**config.mk**
```make
export PLATFORM = sky130hd
export DESIGN_NAME = masked_byte_pattern_search
export DESIGN_NICKNAME = d
export VERILOG_FILES = /design/src/sv/mbps_pkg.sv /design/src/sv/mbps_cell.sv /design/src/sv/masked_byte_pattern_search.sv
export SDC_FILE = /design/constraint.sdc
export NUM_CORES = 2
export LEC_CHECK = 0
export BUFFER_PORTS_ARGS = -buffer_cell sky130_fd_sc_hd__buf_2
export CAP_MARGIN = 20
export CORE_MARGIN = 2
export CORE_UTILIZATION = 55
export DETAILED_ROUTE_END_ITERATION = 7
export GPL_ROUTABILITY_DRIVEN = 0
export PLACE_DENSITY = 0.79
export SKIP_LAST_GASP = 1
export SYNTH_ARGS = -nofsm -noshare
export SYNTH_HDL_FRONTEND = slang
export SYNTH_SLANG_ARGS = --single-unit
```
**constraint.sdc**
```tcl
create_clock -name clk -period 73.3 [get_ports clk]
set_input_delay 10.995 -clock clk [delete_from_list [all_inputs] [get_ports clk]]
set_output_delay 10.995 -clock clk [all_outputs]
set_load 0.02 [all_outputs]
```
**src/sv/mbps_pkg.sv**
```systemverilog
// Shared types and constants for the masked byte pattern search block.
package mbps_pkg;

    localparam int BYTE_W   = 8;
    localparam int GRP_SIZE = 8;
    localparam int CMD_W    = 2;
    localparam int S_DATA_W = 16;

    typedef enum logic [CMD_W-1:0] {
        CMD_CLEAR   = 2'd0,
        CMD_APPEND  = 2'd1,
        CMD_SCAN    = 2'd2,
        CMD_RESTART = 2'd3
    } cmd_t;

    typedef struct packed {
        logic win_shift;
        logic win_clear;
        logic pat_shift;
        logic care_clear;
    } cell_ctrl_t;

endpackage

```
**src/sv/mbps_cell.sv**
```systemverilog
// One compare cell: window byte, reversed pattern byte, care bit and match flag.
module mbps_cell (
    input  logic                     clk,
    input  logic                     rst_n,
    input  mbps_pkg::cell_ctrl_t     ctrl,
    input  logic [mbps_pkg::BYTE_W-1:0] win_in,
    input  logic [mbps_pkg::BYTE_W-1:0] pat_in,
    input  logic                     care_in,
    output logic [mbps_pkg::BYTE_W-1:0] win_out,
    output logic [mbps_pkg::BYTE_W-1:0] pat_out,
    output logic                     care_out,
    output logic                     ok
);
    import mbps_pkg::*;

    logic [BYTE_W-1:0] win_reg;
    logic [BYTE_W-1:0] win_next;
    logic [BYTE_W-1:0] pat_reg;
    logic [BYTE_W-1:0] pat_next;
    logic              care_reg;
    logic              care_next;
    logic              ok_reg;
    logic              ok_next;

    always_comb
    begin
        if (ctrl.win_clear)
        begin
            win_next = '0;
        end
        else if (ctrl.win_shift)
        begin
            win_next = win_in;
        end
        else
        begin
            win_next = win_reg;
        end

        pat_next = ctrl.pat_shift ? pat_in : pat_reg;

        if (ctrl.care_clear)
        begin
            care_next = 1'b0;
        end
        else if (ctrl.pat_shift)
        begin
            care_next = care_in;
        end
        else
        begin
            care_next = care_reg;
        end

        // compare against the window as it stands after this cycle's shift
        ok_next = !care_reg || (win_next == pat_reg);
    end

    always_ff @(posedge clk or negedge rst_n)
    begin
        if (!rst_n)
        begin
            win_reg  <= '0;
            care_reg <= 1'b0;
            ok_reg   <= 1'b1;
        end
        else
        begin
            win_reg  <= win_next;
            care_reg <= care_next;
            ok_reg   <= ok_next;
        end
    end

    always_ff @(posedge clk)
    begin
        pat_reg <= pat_next;
    end

    assign win_out  = win_reg;
    assign pat_out  = pat_reg;
    assign care_out = care_reg;
    assign ok       = ok_reg;

endmodule

```
**src/sv/masked_byte_pattern_search.sv**
```systemverilog
// Scan path: a scan request passes the cell-compare, group-AND and decision registers in turn.
// Throughput: clear, append and restart requests every cycle while no scan is in
//   flight; a scan blocks all new requests until it leaves the decision stage.
// A result held at the output stalls the decision stage and with it the input.
// Reset (async, active low) clears window, care bits, length, counter, done flag
//   and scan base; pattern bytes are not reset.
module masked_byte_pattern_search #(
    parameter int MAX_PATTERN = 128,
    parameter int ADDR_BITS   = 48
) (
    input  logic                          clk,
    input  logic                          rst_n,
    input  logic                          cfg_wr_en,
    input  logic [ADDR_BITS-1:0]          cfg_wr_data,   // scan_base
    input  logic                          s_axis_tvalid,
    output logic                          s_axis_tready,
    input  logic [mbps_pkg::S_DATA_W-1:0] s_axis_tdata,  // data_byte[7:0], care[8], zero pad
    input  logic [mbps_pkg::CMD_W-1:0]    s_axis_tuser,  // cmd[1:0]
    input  logic                          s_axis_tlast,  // last_byte
    output logic                          m_axis_tvalid,
    input  logic                          m_axis_tready,
    output logic [((ADDR_BITS+7)/8)*8-1:0] m_axis_tdata, // match_address, zero pad
    output logic                          m_axis_tuser   // found
);
    import mbps_pkg::*;

    localparam int LEN_W     = $clog2(MAX_PATTERN + 1);
    localparam int OUT_W     = ((ADDR_BITS + 7) / 8) * 8;
    localparam int NGRP      = (MAX_PATTERN + GRP_SIZE - 1) / GRP_SIZE;
    localparam int PAD_W     = NGRP * GRP_SIZE;

    cmd_t                 cmd;
    logic [BYTE_W-1:0]    in_byte;
    logic                 in_care;
    logic                 in_acc;
    logic                 scan_go;
    logic                 len_empty;
    logic                 len_full;
    cell_ctrl_t           ctrl;

    logic [ADDR_BITS-1:0] base_reg;
    logic [LEN_W-1:0]     len_reg;
    logic [LEN_W-1:0]     len_next;
    logic [ADDR_BITS-1:0] bs_reg;
    logic [ADDR_BITS-1:0] bs_next;
    logic                 done_reg;
    logic                 done_next;

    logic                 s1_v_reg;
    logic                 s1_empty_reg;
    logic                 s1_last_reg;
    logic                 s2_v_reg;
    logic                 s2_v_next;
    logic                 s2_empty_reg;
    logic                 s2_last_reg;
    logic                 s2_cover_reg;
    logic [NGRP-1:0]      grp_reg;
    logic [NGRP-1:0]      grp_next;
    logic [ADDR_BITS-1:0] off_reg;

    logic                 s2_adv;
    logic                 hit;
    logic                 emit;
    logic [ADDR_BITS-1:0] addr_sum;
    logic                 out_v_reg;
    logic                 out_v_next;
    logic                 found_reg;
    logic [ADDR_BITS-1:0] addr_reg;

    logic [BYTE_W-1:0]    win_chain  [MAX_PATTERN];
    logic [BYTE_W-1:0]    pat_chain  [MAX_PATTERN];
    logic                 care_chain [MAX_PATTERN];
    logic [BYTE_W-1:0]    win_in     [MAX_PATTERN];
    logic [BYTE_W-1:0]    pat_in     [MAX_PATTERN];
    logic                 care_in    [MAX_PATTERN];
    logic [MAX_PATTERN-1:0] ok_vec;
    logic [PAD_W-1:0]     ok_pad;

    assign cmd     = cmd_t'(s_axis_tuser);
    assign in_byte = s_axis_tdata[BYTE_W-1:0];
    assign in_care = s_axis_tdata[BYTE_W];

    // one scan request in flight at a time
    assign s_axis_tready = !s1_v_reg && !s2_v_reg;
    assign in_acc        = s_axis_tvalid && s_axis_tready;
    assign len_empty     = (len_reg == '0);
    assign len_full      = (len_reg >= LEN_W'(MAX_PATTERN));
    assign scan_go       = in_acc && (cmd == CMD_SCAN) && !done_reg;

    always_comb
    begin
        ctrl.win_shift  = scan_go && !len_empty;
        ctrl.win_clear  = in_acc && (cmd == CMD_RESTART);
        ctrl.pat_shift  = in_acc && (cmd == CMD_APPEND) && !len_full;
        ctrl.care_clear = in_acc && (cmd == CMD_CLEAR);
    end

    // cell row: newest scanned byte and newest pattern byte enter at cell 0
    genvar i;
    generate
        for (i = 0; i < MAX_PATTERN; i++)
        begin : g_cell
            if (i == 0)
            begin : g_head
                assign win_in[i]  = in_byte;
                assign pat_in[i]  = in_byte;
                assign care_in[i] = in_care;
            end
            else
            begin : g_link
                assign win_in[i]  = win_chain[i-1];
                assign pat_in[i]  = pat_chain[i-1];
                assign care_in[i] = care_chain[i-1];
            end

            mbps_cell u_cell (
                .clk      (clk),
                .rst_n    (rst_n),
                .ctrl     (ctrl),
                .win_in   (win_in[i]),
                .pat_in   (pat_in[i]),
                .care_in  (care_in[i]),
                .win_out  (win_chain[i]),
                .pat_out  (pat_chain[i]),
                .care_out (care_chain[i]),
                .ok       (ok_vec[i])
            );
        end
    endgenerate

    always_comb
    begin
        ok_pad = '1;
        ok_pad[MAX_PATTERN-1:0] = ok_vec;
        for (int g = 0; g < NGRP; g++)
        begin
            grp_next[g] = &ok_pad[g*GRP_SIZE +: GRP_SIZE];
        end
    end

    // pattern length and byte counter
    always_comb
    begin
        len_next = len_reg;
        if (ctrl.care_clear)
        begin
            len_next = '0;
        end
        else if (ctrl.pat_shift)
        begin
            len_next = len_reg + LEN_W'(1);
        end

        bs_next = bs_reg;
        if (ctrl.win_clear)
        begin
            bs_next = '0;
        end
        else if (ctrl.win_shift && (bs_reg != '1))
        begin
            bs_next = bs_reg + ADDR_BITS'(1);
        end
    end

    // decision stage
    assign s2_adv   = s2_v_reg && (!out_v_reg || m_axis_tready);
    assign hit      = s2_empty_reg || (s2_cover_reg && (&grp_reg));
    assign emit     = hit || s2_last_reg;
    assign addr_sum = base_reg + (s2_empty_reg ? '0 : off_reg);

    always_comb
    begin
        done_next = done_reg;
        if (ctrl.win_clear)
        begin
            done_next = 1'b0;
        end
        else if (s2_adv && emit)
        begin
            done_next = 1'b1;
        end

        s2_v_next = s1_v_reg || (s2_v_reg && !s2_adv);

        if (s2_adv && emit)
        begin
            out_v_next = 1'b1;
        end
        else if (m_axis_tready)
        begin
            out_v_next = 1'b0;
        end
        else
        begin
            out_v_next = out_v_reg;
        end
    end

    always_ff @(posedge clk or negedge rst_n)
    begin
        if (!rst_n)
        begin
            base_reg  <= '0;
            len_reg   <= '0;
            bs_reg    <= '0;
            done_reg  <= 1'b0;
            s1_v_reg  <= 1'b0;
            s2_v_reg  <= 1'b0;
            out_v_reg <= 1'b0;
        end
        else
        begin
            if (cfg_wr_en)
            begin
                base_reg <= cfg_wr_data;
            end
            len_reg   <= len_next;
            bs_reg    <= bs_next;
            done_reg  <= done_next;
            s1_v_reg  <= scan_go;
            s2_v_reg  <= s2_v_next;
            out_v_reg <= out_v_next;
        end
    end

    always_ff @(posedge clk)
    begin
        if (scan_go)
        begin
            s1_empty_reg <= len_empty;
            s1_last_reg  <= s_axis_tlast;
        end
        if (s1_v_reg)
        begin
            grp_reg      <= grp_next;
            off_reg      <= bs_reg - ADDR_BITS'(len_reg);
            s2_cover_reg <= (bs_reg >= ADDR_BITS'(len_reg));
            s2_empty_reg <= s1_empty_reg;
            s2_last_reg  <= s1_last_reg;
        end
        if (s2_adv && emit)
        begin
            found_reg <= hit;
            addr_reg  <= hit ? addr_sum : '0;
        end
    end

    assign m_axis_tvalid = out_v_reg;
    assign m_axis_tuser  = found_reg;
    assign m_axis_tdata  = OUT_W'(addr_reg);

    a_one_in_flight: assert property (@(posedge clk) disable iff (!rst_n)
        !(s1_v_reg && s2_v_reg))
        else $error("two scan requests in flight");

    a_len_bound: assert property (@(posedge clk) disable iff (!rst_n)
        len_reg <= LEN_W'(MAX_PATTERN))
        else $error("pattern length beyond maximum");

    a_miss_zero: assert property (@(posedge clk) disable iff (!rst_n)
        (m_axis_tvalid && !m_axis_tuser) |-> (addr_reg == '0))
        else $error("not-found result with nonzero address");

    a_result_sets_done: assert property (@(posedge clk) disable iff (!rst_n)
        $rose(m_axis_tvalid) |-> done_reg)
        else $error("result without scan done");

    a_no_accept_busy: assert property (@(posedge clk) disable iff (!rst_n)
        s1_v_reg |=> (s2_v_reg && !s1_v_reg))
        else $error("scan pipeline lost a request");

endmodule
```
==> out/qor.yml <==
outcome: "completed"
syn-num-nets: 8947
clk_pin_slew_worst_paths_ns: 0.06
synth-seq-cells: 2530
multi_input_area_mm2: 0.03201
maxCapViolations: 0
crit_path_start: "s_axis_tuser[1]"
antenna_found_initial: 2
dr.pass1.iters: 6
root_buffer: "clkbuf_16"
num-fill-cells: 13701
grt_pass1_vias: 66661
fin_util_pct: 61.12
die_y_um: 436.9
synth_compound_area_share_pct: 7.487
drtIter0Drc: 6238
syn2layout_area_growth_pct: 10.22
synth-xor-area-share_pct: 9.800
worst_slew_pin_slew_ns: 1.372
seqCellArea_mm2: 0.06919
dpl_cell_area_mm2: 0.1057
path_delay_family: "buffers and inverters"
port_buffers: 115
grt_first_pass_wirelength_um: 349800
yosysUniqueCellTypes: 70
cp_data_required_time_ns: 74.13
async_flop_share_pct: 54.86
worstSetupEndpoint: "g_cell[19].u_cell.ok"
timing.rr.end: "g_cell[19].u_cell.ok"
synth-seq-area-share_pct: 67.14
cts_buffers: 229
cts.sinks: 2530
yosys.area_share.simple_pct: 12.42
finClkSkew_ns: 0.05828
grt.total_usage_pct: 22.20
yosys.area_share.adder_pct: 0.7431
cts_setup_buffers: 0
period_needed_ns: 15.37
slew_violations: 0
layout.nets: 8933
grt_setup_unrepaired: "no"
ctsResizeCount: 0
design_area_mm2: 0.1136
hold_buffers: 0
synthCells: 8815
clk_latency_ns: 0.89
fin_crit_sh_pct: 20.97
path_depth: 12
synth_area_per_cell_um2: 11.69
grt_max_degree: 234
maxSlewHeadroom_pct: 8.526
hold_path_class: "reg -> reg"
cts_tree: "yes"
synth_flop_cell: "dfrtp_1"
worstPathArrival_ns: 16.20
max-clock-path-buffers: 3
dp_slack_ns: 57.15
stdcell_count: 11492
die-area_mm2: 0.1908
synth_area_mm2: 0.1030
rows: 158
cp-start-kind: "input pin"
initial_utilization_pct: 55.45
synthMuxAreaShare_pct: 0.5561
dp_cells: 11045
grt_overflow: 0
setup-violations-final: 0
setup_ws_ns: 57.93
vias: 64914
endpoint_kind: "flip-flop"
finalHoldViolations: 0
crit_fanout: 233
io_pins: 123
powerDensity_mw_per_mm2: 25.82
ir_drop_mv: 0.02299
regToRegSetupSlack_ns: 67.43
drive_above_1_share_pct: 8.135
ant_nets: 0
htree_levels: 4
rr_worst_depth: 12
crit_buf_inv: 5
tns_ns: 0
drc: 0
leakage_nw: 39.92
crit_chain: "buf_2 > nand3_1 > nor4_4 > buf_4 > buf_4 > buf_12 > buf_4 > nand2_1 > a21oi_1 > xnor2_1 > nand4_1 > o21ai_1"
yosys_warnings: 0
synth_top_family_by_area: "simple AND/OR/NAND/NOR gates"
via_per_inst: 5.649
cpMostUsedCell: "buf_4"
max_freq_ghz: 0.06504
cpPeakStageDelay_ns: 0.92
dp_hpwl_um: 126300
wire_per_inst_um: 18.49
regToRegStartpoint: "s1_v_reg"
setup.worst_path.class: "in -> reg"
core_area_mm2: 0.1858
wirelength_um: 212500
die_w_um: 436.9
crit_slowest_cell: "buf_4"
synth_edf_count: 1142
Yosys cell counts, drive strengths merged, types with 16 or more instances:
cell,number,area (um^2)
a21o,21,157.7
a21oi,1212,6070
buf,130,604.3
clkbuf,304,1141
dfrtp,1260,31530
dfstp,128,3363
edfxtp,1142,34290
ha,58,725.7
inv,44,165.2
mux2,50,563.0
nand2,2383,8952
nand3,36,185.2
nand4,316,1977
nor2,175,656.9
nor2b,55,344.1
nor3,24,146.4
nor4,17,163.9
o21ai,173,865.8
or3,16,100.1
xnor2,1090,9547
xor2,63,551.8
placed cells by master (no fill, tap or decap), types with 128 or more instances in the layout:
master,n
xnor2_1,1090
edfxtp_1,1142
dfstp_2,128
nor2_1,172
a21oi_1,1211
clkbuf_16,230
dfrtp_1,1259
o21ai_1,128
nand4_1,316
nand2_1,2382
layout make-up:
| cell class | instances | area share [%] |
|---|---|---|
| timing repair buffer | 189 | 1.170 |
| tap | 2480 | 2.732 |
| antenna | 2 | 0.004406 |
| clock buffer | 339 | 5.674 |
| sequential | 2530 | 60.92 |
| clock inverter | 101 | 1.164 |
| multi-input combinational | 5807 | 28.19 |
| inverter | 44 | 0.1520 |
power breakdown:
group	internal, W	switching (W)	total (W)
registers	0.00151	0.0000117	0.00152
logic	0.0000559	0.000139	0.000195
clock network	0.000682	0.000532	0.00121
total	0.00225	0.000683	0.00293
worst min path at each step:
stage,from,end,cells after the start
global placement,s1_last_reg,s2_last_reg,0
detailed placement,g_cell[121].u_cell.care_out,g_cell[121].u_cell.ok,1
CTS,g_cell[47].u_cell.care_out,g_cell[47].u_cell.ok,1
finish,g_cell[47].u_cell.care_out,g_cell[47].u_cell.ok,1
global route,g_cell[44].u_cell.pat_out[5],g_cell[45].u_cell.pat_out[5],0
floorplan,g_cell[127].u_cell.care_out,g_cell[127].u_cell.ok,1
worst register-to-register path, stage by stage, from the launching register on:
cell and delay (ns):
dfrtp_4 0.47, nor2_1 0.21, nand3_1 0.26, nor4_4 0.27, buf_4 0.69, buf_4 0.79
buf_12 0.65, buf_4 1.42, nand2_1 0.32, a21oi_1 0.27, xnor2_1 0.16, nand4_1 0.16
o21ai_1 0.16
stage by stage:
stage / power [W] / hold slack (ns)
after floorplan: 0.001714 / 0.3794
after global placement: 0.001741 / 0.4050
after detailed placement: 0.001745 / 0.4140
after CTS: 0.002953 / 0.4004
after global routing: 0.003030 / 0.4245
final: 0.002933 / 0.4113
per-layer routing:
| metal | GRT usage, % | part of all wire, % | vias up |
|---|---|---|---|
| met5 | 0 | 0 | - |
| met4 | 5.806 | 2.1 | 0 |
| met3 | 3.007 | 5.2 | 306 |
| met2 | 36.79 | 50 | 1906 |
| met1 | 31.11 | 42 | 32719 |
| li1 | - | - | 29983 |
kinds of logic after synthesis:
group | Yosys count
compound gates | 1483
xor+xnor | 1153
fa+ha+maj | 60
buf+inv | 478
flops | 2530
mux | 51
simple gates | 3060
Power figures use the tool's default switching activity.
